<file path="config.mk">
export PLATFORM = sky130hd
export DESIGN_NAME = dijkstra_matrix_shortest_path
export DESIGN_NICKNAME = d
export VERILOG_FILES = /design/src/rtl/dmsp_pkg.sv /design/src/rtl/dmsp_ram.sv /design/src/rtl/dmsp_cfg.sv /design/src/rtl/dmsp_core.sv /design/src/rtl/dijkstra_matrix_shortest_path.sv
export SDC_FILE = /design/constraint.sdc
export NUM_CORES = 2
export LEC_CHECK = 0
export ABC_AREA = 0
export BUFFER_PORTS_ARGS = -buffer_cell sky130_fd_sc_hd__buf_2
export CORE_ASPECT_RATIO = 1.25
export CORE_MARGIN = 5
export CORE_UTILIZATION = 68
export DETAILED_ROUTE_END_ITERATION = 10
export HOLD_SLACK_MARGIN = 0.03
export MAX_ROUTING_LAYER = met4
export PLACE_DENSITY = 0.84
export SKIP_LAST_GASP = 1
export SYNTH_ARGS = -nofsm -noshare
export SYNTH_HDL_FRONTEND = slang
export SYNTH_MEMORY_MAX_BITS = 65536
export SYNTH_SLANG_ARGS = --single-unit
export TNS_END_PERCENT = 100
</file>
<file path="constraint.sdc">
create_clock -name clk -period 10.7 [get_ports clk]
set_clock_uncertainty 0.05 [all_clocks]
set_input_delay 0.535 -clock clk [delete_from_list [all_inputs] [get_ports clk]]
set_output_delay 0.535 -clock clk [all_outputs]
set_load 0.1 [all_outputs]
</file>
<file path="src/rtl/dmsp_pkg.sv">
// Shared constants and types for the Dijkstra shortest-path block.
package dmsp_pkg;

    localparam int MAX_VERTICES = 16;
    localparam int WEIGHT_BITS  = 16;
    localparam int VTX_BITS     = $clog2(MAX_VERTICES);
    localparam int ADDR_BITS    = 2 * VTX_BITS;
    localparam int CNT_BITS     = VTX_BITS + 1;
    localparam int SRC_BITS     = 4;
    localparam int DIST_BITS    = 20;
    localparam int DENT_BITS    = DIST_BITS + 1;
    localparam int PADDR_BITS   = 3;
    localparam int PDATA_BITS   = 32;

    localparam logic [DIST_BITS-1:0] DIST_MAX = {DIST_BITS{1'b1}};
    localparam logic [CNT_BITS-1:0]  CNT_MIN  = CNT_BITS'(2);
    localparam logic [CNT_BITS-1:0]  CNT_MAX  = CNT_BITS'(MAX_VERTICES);
    localparam logic [CNT_BITS-1:0]  CNT_RESET = CNT_BITS'(16);

    // register index codes (word address bit)
    localparam logic REG_SOURCE = 1'b0;
    localparam logic REG_COUNT  = 1'b1;

    typedef struct packed {
        logic [SRC_BITS-1:0] source;
        logic [CNT_BITS-1:0] count;
    } cfg_t;

endpackage

</file>
<file path="src/rtl/dmsp_ram.sv">
// Generic simple dual-port RAM with registered read.
module dmsp_ram #(
    parameter int WIDTH = 16,
    parameter int DEPTH = 256
) (
    input  logic                     clk,
    input  logic                     we,
    input  logic [$clog2(DEPTH)-1:0] waddr,
    input  logic [WIDTH-1:0]         wdata,
    input  logic [$clog2(DEPTH)-1:0] raddr,
    output logic [WIDTH-1:0]         rdata
);

    logic [WIDTH-1:0] mem_reg [DEPTH];
    logic [WIDTH-1:0] rdata_reg;

    always_ff @(posedge clk)
    begin
        if (we)
        begin
            mem_reg[waddr] <= wdata;
        end
        rdata_reg <= mem_reg[raddr];
    end

    assign rdata = rdata_reg;

endmodule

</file>
<file path="src/rtl/dmsp_cfg.sv">
// APB configuration registers: source vertex and vertex count.
module dmsp_cfg (
    input  logic                            clk,
    input  logic                            rst_n,
    input  logic                            psel,
    input  logic                            penable,
    input  logic                            pwrite,
    input  logic [dmsp_pkg::PADDR_BITS-1:0] paddr,
    input  logic [dmsp_pkg::PDATA_BITS-1:0] pwdata,
    output logic [dmsp_pkg::PDATA_BITS-1:0] prdata,
    output logic                            pready,
    output dmsp_pkg::cfg_t                  cfg
);
    import dmsp_pkg::*;

    logic [SRC_BITS-1:0] source_reg;
    logic [CNT_BITS-1:0] count_reg;
    logic                wr;

    assign pready = 1'b1;
    assign wr     = psel & penable & pwrite & pready;

    always_ff @(posedge clk or negedge rst_n)
    begin
        if (!rst_n)
        begin
            source_reg <= '0;
            count_reg  <= CNT_RESET;
        end
        else if (wr)
        begin
            unique case (paddr[2])
                REG_SOURCE: source_reg <= pwdata[SRC_BITS-1:0];
                REG_COUNT:  count_reg  <= pwdata[CNT_BITS-1:0];
                default:    ;
            endcase
        end
    end

    always_comb
    begin
        unique case (paddr[2])
            REG_SOURCE: prdata = PDATA_BITS'(source_reg);
            REG_COUNT:  prdata = PDATA_BITS'(count_reg);
            default:    prdata = '0;
        endcase
    end

    assign cfg.source = source_reg;
    assign cfg.count  = count_reg;

endmodule

</file>
<file path="src/rtl/dmsp_core.sv">
// Search engine: weight matrix and distance memories, pass sequencer, result beat.
module dmsp_core (
    input  logic                   clk,
    input  logic                   rst_n,
    input  dmsp_pkg::cfg_t         cfg,
    input  logic                   s_tvalid,
    output logic                   s_tready,
    input  logic [23:0]            s_tdata,
    input  logic                   s_tlast,
    output logic                   m_tvalid,
    input  logic                   m_tready,
    output logic [23:0]            m_tdata,
    output logic [0:0]             m_tuser,
    output logic                   m_tlast
);
    import dmsp_pkg::*;

    typedef enum logic [6:0] {
        ST_IDLE     = 7'b0000001,
        ST_INIT     = 7'b0000010,
        ST_SCAN     = 7'b0000100,
        ST_RELAX    = 7'b0001000,
        ST_OUT_RD   = 7'b0010000,
        ST_OUT_LD   = 7'b0100000,
        ST_OUT_WAIT = 7'b1000000
    } state_t;

    state_t state_reg, state_next;

    logic [VTX_BITS-1:0]        cnt_reg, cnt_next;
    logic                       issue_reg, issue_next;
    logic                       p1_valid_reg, p1_valid_next;
    logic [VTX_BITS-1:0]        p1_idx_reg, p1_idx_next;
    logic                       p1_wvalid_reg, p1_wvalid_next;
    logic [VTX_BITS-1:0]        pass_reg, pass_next;
    logic [VTX_BITS-1:0]        best_idx_reg, best_idx_next;
    logic [DIST_BITS-1:0]       best_dist_reg, best_dist_next;
    logic                       best_fin_reg, best_fin_next;
    logic                       best_have_reg, best_have_next;
    logic [MAX_VERTICES-1:0]    done_reg, done_next;
    logic [MAX_VERTICES*MAX_VERTICES-1:0] wvalid_reg;
    logic                       m_tvalid_reg, m_tvalid_next;
    logic [VTX_BITS-1:0]        out_idx_reg, out_idx_next;
    logic [DIST_BITS-1:0]       out_dist_reg, out_dist_next;
    logic                       out_reach_reg, out_reach_next;
    logic                       out_last_reg, out_last_next;

    logic                       s_accept;
    logic [VTX_BITS-1:0]        in_row, in_col;
    logic [WEIGHT_BITS-1:0]     in_weight;
    logic [CNT_BITS-1:0]        n_eff;
    logic [VTX_BITS-1:0]        n_last;
    logic                       src_ok;

    logic                       dist_we;
    logic [VTX_BITS-1:0]        dist_waddr, dist_raddr;
    logic [DENT_BITS-1:0]       dist_wdata, dist_rdata;
    logic [ADDR_BITS-1:0]       w_raddr;
    logic [WEIGHT_BITS-1:0]     w_rdata, w_eff;

    logic                       c_fin;
    logic [DIST_BITS-1:0]       c_dist;
    logic                       take;
    logic                       no_worse;
    logic [VTX_BITS-1:0]        bi_now;
    logic [DIST_BITS-1:0]       bd_now;
    logic                       bf_now, bh_now;
    logic [DENT_BITS-1:0]       sum_raw;
    logic [DIST_BITS-1:0]       sum_sat;
    logic                       pass_last;

    assign in_row    = s_tdata[3:0];
    assign in_col    = s_tdata[7:4];
    assign in_weight = s_tdata[23:8];
    assign s_tready  = (state_reg == ST_IDLE);
    assign s_accept  = s_tvalid & s_tready;

    assign n_eff  = (cfg.count < CNT_MIN) ? CNT_MIN :
                    (cfg.count > CNT_MAX) ? CNT_MAX : cfg.count;
    assign n_last = VTX_BITS'(n_eff - CNT_BITS'(1));
    assign src_ok = (CNT_BITS'(cfg.source) < n_eff);
    assign pass_last = ((pass_reg + VTX_BITS'(1)) == n_last);

    dmsp_ram #(.WIDTH(WEIGHT_BITS), .DEPTH(MAX_VERTICES * MAX_VERTICES)) u_wmem (
        .clk   (clk),
        .we    (s_accept),
        .waddr ({in_row, in_col}),
        .wdata (in_weight),
        .raddr (w_raddr),
        .rdata (w_rdata)
    );

    dmsp_ram #(.WIDTH(DENT_BITS), .DEPTH(MAX_VERTICES)) u_dmem (
        .clk   (clk),
        .we    (dist_we),
        .waddr (dist_waddr),
        .wdata (dist_wdata),
        .raddr (dist_raddr),
        .rdata (dist_rdata)
    );

    // never-written matrix entries read as no edge
    always_ff @(posedge clk or negedge rst_n)
    begin
        if (!rst_n)
        begin
            wvalid_reg <= '0;
        end
        else if (s_accept)
        begin
            wvalid_reg[{in_row, in_col}] <= 1'b1;
        end
    end

    assign c_fin  = dist_rdata[DIST_BITS];
    assign c_dist = dist_rdata[DIST_BITS-1:0];
    assign w_eff  = p1_wvalid_reg ? w_rdata : '0;

    // candidate selection, ties go to the later (higher) index
    always_comb
    begin
        if (!c_fin)
        begin
            no_worse = !best_fin_reg;
        end
        else
        begin
            no_worse = !best_fin_reg || (c_dist <= best_dist_reg);
        end
        take   = !done_reg[p1_idx_reg] && (!best_have_reg || no_worse);
        bi_now = take ? p1_idx_reg : best_idx_reg;
        bd_now = take ? c_dist : best_dist_reg;
        bf_now = take ? c_fin : best_fin_reg;
        bh_now = take | best_have_reg;
    end

    assign sum_raw = {1'b0, best_dist_reg} + DENT_BITS'(w_eff);
    assign sum_sat = sum_raw[DIST_BITS] ? DIST_MAX : sum_raw[DIST_BITS-1:0];

    always_comb
    begin
        state_next     = state_reg;
        cnt_next       = cnt_reg;
        issue_next     = issue_reg;
        p1_valid_next  = 1'b0;
        p1_idx_next    = cnt_reg;
        p1_wvalid_next = wvalid_reg[{best_idx_reg, cnt_reg}];
        pass_next      = pass_reg;
        best_idx_next  = best_idx_reg;
        best_dist_next = best_dist_reg;
        best_fin_next  = best_fin_reg;
        best_have_next = best_have_reg;
        done_next      = done_reg;
        m_tvalid_next  = m_tvalid_reg;
        out_idx_next   = out_idx_reg;
        out_dist_next  = out_dist_reg;
        out_reach_next = out_reach_reg;
        out_last_next  = out_last_reg;
        dist_we        = 1'b0;
        dist_waddr     = p1_idx_reg;
        dist_wdata     = '0;
        dist_raddr     = cnt_reg;
        w_raddr        = {best_idx_reg, cnt_reg};

        if ((state_reg == ST_SCAN || state_reg == ST_RELAX) && issue_reg)
        begin
            p1_valid_next = 1'b1;
            cnt_next      = cnt_reg + VTX_BITS'(1);
            if (cnt_reg == n_last)
            begin
                issue_next = 1'b0;
            end
        end

        unique case (state_reg)
            ST_IDLE:
            begin
                if (s_accept && s_tlast)
                begin
                    state_next = ST_INIT;
                    cnt_next   = '0;
                end
            end
            ST_INIT:
            begin
                dist_we    = 1'b1;
                dist_waddr = cnt_reg;
                dist_wdata = {(src_ok && cnt_reg == VTX_BITS'(cfg.source)), {DIST_BITS{1'b0}}};
                done_next  = '0;
                cnt_next   = cnt_reg + VTX_BITS'(1);
                if (cnt_reg == VTX_BITS'(MAX_VERTICES - 1))
                begin
                    state_next     = ST_SCAN;
                    cnt_next       = '0;
                    issue_next     = 1'b1;
                    best_have_next = 1'b0;
                    best_fin_next  = 1'b0;
                    pass_next      = '0;
                end
            end
            ST_SCAN:
            begin
                if (p1_valid_reg)
                begin
                    best_idx_next  = bi_now;
                    best_dist_next = bd_now;
                    best_fin_next  = bf_now;
                    best_have_next = bh_now;
                    if (p1_idx_reg == n_last)
                    begin
                        cnt_next   = '0;
                        issue_next = 1'b1;
                        if (!bh_now)
                        begin
                            state_next = ST_OUT_RD;
                        end
                        else
                        begin
                            done_next[bi_now] = 1'b1;
                            if (bf_now)
                            begin
                                state_next = ST_RELAX;
                            end
                            else if (pass_last)
                            begin
                                state_next = ST_OUT_RD;
                            end
                            else
                            begin
                                pass_next      = pass_reg + VTX_BITS'(1);
                                best_have_next = 1'b0;
                                best_fin_next  = 1'b0;
                            end
                        end
                    end
                end
            end
            ST_RELAX:
            begin
                if (p1_valid_reg)
                begin
                    if (!done_reg[p1_idx_reg] && w_eff != '0 &&
                        (!c_fin || sum_sat < c_dist))
                    begin
                        dist_we    = 1'b1;
                        dist_wdata = {1'b1, sum_sat};
                    end
                    if (p1_idx_reg == n_last)
                    begin
                        cnt_next   = '0;
                        issue_next = 1'b1;
                        if (pass_last)
                        begin
                            state_next = ST_OUT_RD;
                        end
                        else
                        begin
                            state_next     = ST_SCAN;
                            pass_next      = pass_reg + VTX_BITS'(1);
                            best_have_next = 1'b0;
                            best_fin_next  = 1'b0;
                        end
                    end
                end
            end
            ST_OUT_RD:
            begin
                state_next = ST_OUT_LD;
            end
            ST_OUT_LD:
            begin
                out_idx_next   = cnt_reg;
                out_dist_next  = c_fin ? c_dist : '0;
                out_reach_next = c_fin;
                out_last_next  = (cnt_reg == n_last);
                m_tvalid_next  = 1'b1;
                state_next     = ST_OUT_WAIT;
            end
            ST_OUT_WAIT:
            begin
                if (m_tready)
                begin
                    m_tvalid_next = 1'b0;
                    if (cnt_reg == n_last)
                    begin
                        state_next = ST_IDLE;
                    end
                    else
                    begin
                        cnt_next   = cnt_reg + VTX_BITS'(1);
                        state_next = ST_OUT_RD;
                    end
                end
            end
            default:
            begin
                state_next = ST_IDLE;
            end
        endcase
    end

    always_ff @(posedge clk or negedge rst_n)
    begin
        if (!rst_n)
        begin
            state_reg     <= ST_IDLE;
            cnt_reg       <= '0;
            issue_reg     <= 1'b0;
            p1_valid_reg  <= 1'b0;
            pass_reg      <= '0;
            best_have_reg <= 1'b0;
            best_fin_reg  <= 1'b0;
            done_reg      <= '0;
            m_tvalid_reg  <= 1'b0;
        end
        else
        begin
            state_reg     <= state_next;
            cnt_reg       <= cnt_next;
            issue_reg     <= issue_next;
            p1_valid_reg  <= p1_valid_next;
            pass_reg      <= pass_next;
            best_have_reg <= best_have_next;
            best_fin_reg  <= best_fin_next;
            done_reg      <= done_next;
            m_tvalid_reg  <= m_tvalid_next;
        end
    end

    always_ff @(posedge clk)
    begin
        p1_idx_reg     <= p1_idx_next;
        p1_wvalid_reg  <= p1_wvalid_next;
        best_idx_reg   <= best_idx_next;
        best_dist_reg  <= best_dist_next;
        out_idx_reg    <= out_idx_next;
        out_dist_reg   <= out_dist_next;
        out_reach_reg  <= out_reach_next;
        out_last_reg   <= out_last_next;
    end

    assign m_tvalid = m_tvalid_reg;
    assign m_tdata  = {out_dist_reg, out_idx_reg};
    assign m_tuser  = out_reach_reg;
    assign m_tlast  = out_last_reg;

`ifndef SYNTH
    a_beat_only_in_wait: assert property (@(posedge clk) disable iff (!rst_n)
        m_tvalid_reg |-> (state_reg == ST_OUT_WAIT))
        else $error("result beat outside output wait");

    a_dist_write_phase: assert property (@(posedge clk) disable iff (!rst_n)
        dist_we |-> (state_reg == ST_INIT || state_reg == ST_RELAX))
        else $error("distance write outside init or relax");

    a_relax_from_done: assert property (@(posedge clk) disable iff (!rst_n)
        (state_reg == ST_RELAX) |-> done_reg[best_idx_reg])
        else $error("relaxing from an unfinished vertex");

    a_no_input_in_run: assert property (@(posedge clk) disable iff (!rst_n)
        (s_accept && s_tlast) |=> (state_reg == ST_INIT))
        else $error("last entry did not start a run");
`endif

endmodule

</file>
<file path="src/rtl/dijkstra_matrix_shortest_path.sv">
// Top level of the adjacency-matrix Dijkstra shortest-path block.
//
// Matrix entries are written one beat per cycle, while idle, into a 256-entry
// weight memory that reads as no edge until written. A beat with tlast set writes
// its entry and starts a run: the distance memory is preset for all 16 vertices,
// then n-1 passes of a minimum scan and, when the picked vertex is finite, an
// edge relaxation, then one result beat per vertex, each held until taken.
// Each phase walks the single read port of the distance memory once per vertex.
// No input beat is taken while a run or its results are in progress.
module dijkstra_matrix_shortest_path (
    input  logic                            clk,
    input  logic                            rst_n,
    input  logic                            psel,
    input  logic                            penable,
    input  logic                            pwrite,
    input  logic [dmsp_pkg::PADDR_BITS-1:0] paddr,
    input  logic [dmsp_pkg::PDATA_BITS-1:0] pwdata,
    output logic [dmsp_pkg::PDATA_BITS-1:0] prdata,
    output logic                            pready,
    input  logic                            s_tvalid,
    output logic                            s_tready,
    input  logic [23:0]                     s_tdata,   // row_vertex, col_vertex, edge_weight
    input  logic                            s_tlast,   // last_entry
    output logic                            m_tvalid,
    input  logic                            m_tready,
    output logic [23:0]                     m_tdata,   // vertex_index, distance
    output logic [0:0]                      m_tuser,   // reachable
    output logic                            m_tlast    // last_result
);
    import dmsp_pkg::*;

    cfg_t cfg;

    dmsp_cfg u_cfg (
        .clk     (clk),
        .rst_n   (rst_n),
        .psel    (psel),
        .penable (penable),
        .pwrite  (pwrite),
        .paddr   (paddr),
        .pwdata  (pwdata),
        .prdata  (prdata),
        .pready  (pready),
        .cfg     (cfg)
    );

    dmsp_core u_core (
        .clk      (clk),
        .rst_n    (rst_n),
        .cfg      (cfg),
        .s_tvalid (s_tvalid),
        .s_tready (s_tready),
        .s_tdata  (s_tdata),
        .s_tlast  (s_tlast),
        .m_tvalid (m_tvalid),
        .m_tready (m_tready),
        .m_tdata  (m_tdata),
        .m_tuser  (m_tuser),
        .m_tlast  (m_tlast)
    );

endmodule
</file>
## Yosys cells after proc, flatten, opt, wreduce, memory -nomap -nowiden

Memories as Yosys holds them, arrays and structs flattened. A register that Yosys moved wholly into a read port is not among the register bits.
Index checks and enable logic that the tools add are counted.

- Register bits after elaboration: 356
- Latch bits: 0
- RAM bits: 4432
- ROM bits: 0
- Input port bits: 67
- Output and inout bits: 61
- Logic and storage cells: 182
- Memories kept: 2

- Add/subtract/negate cells: 4
- Multiply operators: 0
- Div/mod/pow operators: 0
- Order comparisons: 11
- Eq/ne operators: 23
- Shifts and indexed selects: 0
- Muxes and demuxes: 85
- Bitwise gates (word level): 7
- Reduce and logical (&&, ||, !) cells: 30

Memories:

| name | words | width | rd ports | clocked after Yosys merged registers in | write ports | RTL line | RTL |
|---|---|---|---|---|---|---|---|
| u_core.u_wmem.mem_reg | 256 | 16 | 1 | 1 | 1 | dmsp_ram.sv:14 | `logic [WIDTH-1:0] mem_reg [DEPTH];` |
| u_core.u_dmem.mem_reg | 16 | 21 | 1 | 1 | 1 | dmsp_ram.sv:14 |  |

Operators by type and width:

| kind | number |
|---|---|
| bitwise OR 256 bit | 1 |
| 2-to-1 mux 7 bit | 10 |
| 2-to-1 mux 4 bit | 17 |
| 2-to-1 mux 16 bit | 4 |
| case mux 32 bit (2 select lines) | 1 |
| case mux 7 bit (7 select lines) | 1 |
| 2-to-1 mux 21 bit | 2 |
| case mux 21 bit (2 select lines) | 1 |
| 2-to-1 mux 1 bit | 32 |
| case mux 16 bit (2 select lines) | 1 |
| adder 20 x 16 -> 21 bit | 1 |
| <= comparator 20 bit | 1 |
| < comparator 20 bit | 1 |
| 2-to-1 mux 20 bit | 1 |
| 2-to-1 mux 5 bit | 4 |
| < comparator 8 x 9 -> 1 bit, second input constant | 2 |
| equality test 4 bit | 4 |
| bitwise OR 16 bit | 1 |
| case mux 4 bit (4 select lines) | 1 |
| AND reduction 8 bit | 2 |
| nonzero test 16 bit | 1 |
| != test 2 bit, second input constant | 6 |
| case mux 4 bit (3 select lines) | 1 |
| < comparator 4 x 5 -> 1 bit, second input constant | 2 |
| 36 further kinds | 62 |

## Depth between registers and ports, before layout

- Word-level depth: 15
- Depth in mapped cells: 23

## Hierarchy

A second synthesis with hierarchy kept.

- Cells, all modules: 9456
- Area, all modules: 190441.4 um2

By module, submodules not included:

| module | instances | cells an instance | area each (um2) | sequential area each (um2) |
|---|---|---|---|---|
| dmsp_ram (u_core.u_wmem) | 1 | 7360 | 158714.7 | 123318.3 |
| dmsp_core | 1 | 1483 | 17789.6 | 8909.8 |
| dmsp_ram (u_core.u_dmem) | 1 | 557 | 13277.7 | 10510.1 |
| dmsp_cfg | 1 | 56 | 659.4 | 226.5 |

## Worst setup path before layout

OpenSTA, ideal clock, no wires.

- Path kind: reg2reg
- Start: register u_core.p1_wvalid_reg
- End: memory u_core.u_dmem.mem_reg[12][0] (netlist bit), enable pin
- Library setup time: 428 ps
- Data arrival time: 5853 ps
- Data required time: 10222 ps
- Path slack: 4369 ps
- Stages on the path, launching flop included: 24
- Period minus slack after synthesis: 6331 ps
- Cell sequence: dfxtp_1 -> clkbuf_1 -> and2_1 -> ha_1 -> inv_1 -> fa_1 -> nand2b_1 -> a211o_1 -> a32oi_1 -> a32oi_1 -> o21a_1 -> nor2_1 -> nand2_1 -> clkbuf_1 -> nand2_1 -> ha_1 -> nand2_1 -> nor2_1 -> a211oi_1 -> o21ai_0 -> o21ai_0 -> o2111ai_2 -> clkbuf_1 -> o21ai_0

- Cells in the longest elaborated chain, start to end: 11

RTL lines:

| item | RTL line | RTL |
|---|---|---|
| from (decl) | dmsp_core.sv:34 | `logic p1_wvalid_reg, p1_wvalid_next;` |
| from (signal assigned) | dmsp_core.sv:333 | `p1_wvalid_reg <= p1_wvalid_next;` |
| 2-to-1 mux 16 bit * | dmsp_core.sv:117 | `assign w_eff = p1_wvalid_reg ? w_rdata : '0;` |
| adder 20 x 16 -> 21 bit | dmsp_core.sv:137 | `assign sum_raw = {1'b0, best_dist_reg} + DENT_BITS'(w_eff);` |
| 2-to-1 mux 20 bit | dmsp_core.sv:138 | `assign sum_sat = sum_raw[DIST_BITS] ? DIST_MAX : sum_raw[DIST_BITS-1:0];` |
| < comparator 20 bit | dmsp_core.sv:243 | `(!c_fin \|\| sum_sat < c_dist))` |
| logical OR 1 bit | dmsp_core.sv:243 |  |
| logical AND 1 bit * | dmsp_core.sv:242 | `if (!done_reg[p1_idx_reg] && w_eff != '0 &&` |
| 2-to-1 mux 1 bit * | dmsp_core.sv:242 |  |
| 2-to-1 mux 1 bit * | dmsp_core.sv:240 | `if (p1_valid_reg)` |
| case mux 1 bit (2 select lines) * | dmsp_core.sv:175 | `unique case (state_reg)` |
| 2-to-1 mux 1 bit * | dmsp_ram.sv:19 | `if (we)` |
| 2-to-1 mux 1 bit (not written as such) * | dmsp_ram.sv:21 | `mem_reg[waddr] <= wdata;` |
| to (decl) | dmsp_ram.sv:14 |  |

Mark *: on every way between the ends. The rest lies on a longest branch, timed or not.

## Worst setup path after layout

- Start: register u_core.p1_wvalid_reg
- End: memory u_core.u_dmem.mem_reg[8][10] (netlist bit), data pin

- Cells in the longest elaborated chain, start to end: 9

RTL lines:

| item | RTL line | RTL |
|---|---|---|
| 2-to-1 mux 16 bit * | dmsp_core.sv:117 |  |
| adder 20 x 16 -> 21 bit | dmsp_core.sv:137 |  |
| 2-to-1 mux 20 bit | dmsp_core.sv:138 |  |
| < comparator 20 bit | dmsp_core.sv:243 |  |
| logical OR 1 bit | dmsp_core.sv:243 |  |
| logical AND 1 bit | dmsp_core.sv:242 |  |
| 2-to-1 mux 21 bit * | dmsp_core.sv:242 |  |
| 2-to-1 mux 21 bit * | dmsp_core.sv:240 |  |
| case mux 21 bit (2 select lines) * | dmsp_core.sv:175 |  |
| named net u_core.dist_wdata[10] | dmsp_core.sv:57 | `logic [DENT_BITS-1:0] dist_wdata, dist_rdata;` |

The timed path passes the listed nets; every way through them passes the cells marked *.

==> impl_metrics.py <==
metrics = {
    "drt": {
        "viasPerCell": 8.00,
        "vias": 103000,
        "wl_per_cell_um": 43.7,
        "drt_first_pass_iters": 7,
        "drc": 0,
        "drt_iter0_drc": 19900,
        "drt-total-wl_um": 565000,
        "drtAntennaViolNets": 0,
    },
    "power_and_ir_drop": {
        "p_comb_frac": 0.179,
        "leakage_uw": 0.0669,
        "seqPwrFrac": 0.458,
        "clock_power_share": 0.363,
        "power_density_nw_per_um2": 223,
        "p_int_uw": 33600,
        "ir_drop_v": 0.000194,
        "p_sw_frac": 0.271,
        "p_sw_uw": 12500,
    },
    "sta": {
        "layout_min_cycle_time_ps": 7090,
        "relSlewSlack": -0.182,
        "worst_slew_pin_slew_ps": 1770,
        "maxSlewViolCount": 24,
        "rsz0062_at_grt": "false",
        "setup_viol": 0,
        "hold_violations": 0,
        "hold_slack_ps": 63.8,
        "fin_crit_sh": 0.663,
        "setup_tns_ps": 0,
        "fmax_mhz": 141,
        "layout_setup_ws_ps": 3610,
    },
    "placed_design": {
        "pre_cts_ws_ps": 3980,
        "place.gp.congestion": 0.935,
        "portBuffers": 70,
        "dp_hpwl_um": 268000,
    },
    "hold_path": {
        "hold_path.class": "input pin to flip-flop",
    },
    "synthesis": {
        "ys_seq_area_frac": 0.772,
        "yosysTopAreaCell": "edfxtp_1",
        "synth_edf_count": 4482,
        "synth_top_area_frac": 0.727,
        "synthArstFlopShare": 0.0624,
        "yosys_most_used_dff": "edfxtp_1",
        "yosysWarnings": 0,
        "yosysMostFrequentCell": "edfxtp_1",
        "synthCells": 8551,
        "synth_cell_type_count": 74,
        "synthTopCellsByArea": "edfxtp_1, mux4_2, dfrtp_1",
        "syn_area_um2": 185000,
        "synthTopCellsByCount": "edfxtp_1, mux4_2, clkbuf_1, nor2_1, dfrtp_1",
        "syn_avg_cell_area_um2": 21.7,
        "ys_ff_latch": 4825,
    },
    "floorplan": {
        "boundaryPins": 128,
        "die_area_um2": 283000,
        "die_h_um": 593,
        "fp.dieW_um": 477,
        "core_um2": 272000,
        "rows": 214,
        "start_util": 0.682,
    },
    "run": {
        "drv_cap": 4,
    },
    "setup_path": {
        "cp-end-kind": "flip-flop",
        "rrSetupSlack_ps": 3610,
        "rr_worst_depth": 19,
        "critical_path.startpoint": "u_core.p1_wvalid_reg",
        "worstReg2RegEnd": "u_core.u_dmem.mem_reg[8][10]",
        "critPathKind": "flip-flop to flip-flop",
        "worstPathMaxFanout": 37,
        "r2r-start": "u_core.p1_wvalid_reg",
        "worstSetupStartpointType": "flip-flop",
        "crit_required_ps": 11210,
        "crit_arrival_ps": 7600,
        "endpoint": "u_core.u_dmem.mem_reg[8][10]",
    },
    "layout": {
        "layout-drive-gt1-share": 0.289,
        "nFillCells": 12300,
        "largest_reg_flops": 4096,
        "regArea_um2": 143000,
        "area_growth_pct": 11.5,
        "final_nets": 9075,
        "multi_input_area_um2": 40300,
    },
    "run_status": {
        "status": "complete, but fails checks",
        "violations": "max-capacitance violations, max-slew violations",
    },
    "global_routing": {
        "grt_pass1_wl_um": 784000,
        "grt-ovfl-total": 0,
        "grt_util_all_layers": 0.405,
        "grt_pass1_vias": 102000,
        "grt_max_degree": 174,
        "antenna_found_initial": 33,
    },
    "cts": {
        "postCtsResizedCells": 0,
        "tritoncts": "yes",
        "htree_levels": 5,
        "clkLatencyLatePin_ps": 970,
        "cts.sinks": 4825,
        "clk_pin_slew_ps": 70,
        "clockRootBuffer": "clkbuf_16",
        "cts_made_buffers": 425,
        "cts_buffer_depth": 4,
    },
}
critical path, cell delays in order, from the launching register on:
cell	delay, ps
dfxtp_1	600
and2_1	210
ha_1	180
inv_1	60
fa_1	420
nand2b_1	200
a211o_1	310
a32oi_1	460
a32oi_1	230
o21a_1	310
o21ai_0	740
ha_1	400
a21oi_1	160
nor2_1	70
a211oi_1	230
o21ai_0	110
o21ai_0	350
o2111ai_4	180
buf_4	350
a21oi_1	1040
power groups by stage:
stage / clock (uW) / combinational (uW) / sequential (uW)
2_1_floorplan: 0 / 5430 / 21300
3_3_place_gp: 0 / 7340 / 21500
3_5_place_dp: 0 / 7600 / 21500
4_1_cts: 16600 / 7990 / 21100
5_1_grt: 17500 / 8510 / 21100
6_report: 16700 / 8260 / 21100
placed cells by master, fill, tap and decap left out, drive strengths merged, types with 138 or more instances in the layout:
| cell type | count |
|---|---|
| a21oi | 173 |
| mux4 | 1198 |
| clkbuf | 536 |
| a221oi | 138 |
| or2 | 264 |
| clkinv | 150 |
| nor2 | 310 |
| dfrtp | 299 |
| a22oi | 288 |
| edfxtp | 4482 |
| buf | 436 |
final cells by class:
cell class                 instances  area share
tap                             3564      0.0216
timing repair buffer             454      0.0179
inverter                          53    0.000963
clock buffer                     534      0.0559
sequential                      4825       0.692
multi-input combinational       3187       0.195
antenna                           65    0.000788
clock inverter                   252      0.0153
what timing repair did:
item | 4_1_cts | 5_1_grt
hold buffers | 15 | 1
buffers inserted | 0 | 0
endpoints found under the hold margin | 185 | 10
setup endpoints to repair | 0 | 0
metrics by stage:
step	cell area (um2)	instances	util	total power, uW
after CTS	206000	12900	0.760	45700
after detailed placement	191000	12100	0.705	29100
after global placement	191000	12100	0.705	28800
final	207000	12900	0.761	46100
after floorplan	185000	8577	-	26800
after global routing	207000	12900	0.761	47100
worst min path at each step:
stage / slack [ps] / endpoint / start / cells after the start
2_1_floorplan: 190 / u_cfg.count_reg[0] / rst_n / 0
6_report: 60 / u_core.u_wmem.mem_reg[56][9] / s_tdata[17] / 1
3_5_place_dp: 400 / u_core.wvalid_reg[181] / u_core.wvalid_reg[181] / 1
3_3_place_gp: 390 / u_core.wvalid_reg[231] / u_core.wvalid_reg[231] / 1
4_1_cts: 30 / u_core.u_wmem.mem_reg[222][3] / s_tdata[11] / 1
5_1_grt: 70 / u_core.u_wmem.mem_reg[56][9] / s_tdata[17] / 1
layer usage:
metal | GRT usage | share of wire
met5 | - | 0
met4 | 0.258 | 0.091
met3 | 0.113 | 0.15
met2 | 0.599 | 0.47
met1 | 0.503 | 0.30
logic make-up after synthesis:
group                      synth area share
AOI/OAI and AO/OA                    0.0380
buffers and inverters                0.0130
xor gates and xnor gates            0.00145
muxes                                 0.147
and+or+nand+nor                      0.0243
DFF                                   0.772
other                             0.0000406
adders and majority gates           0.00423
Note: power is estimated with default switching activity, not from simulation.
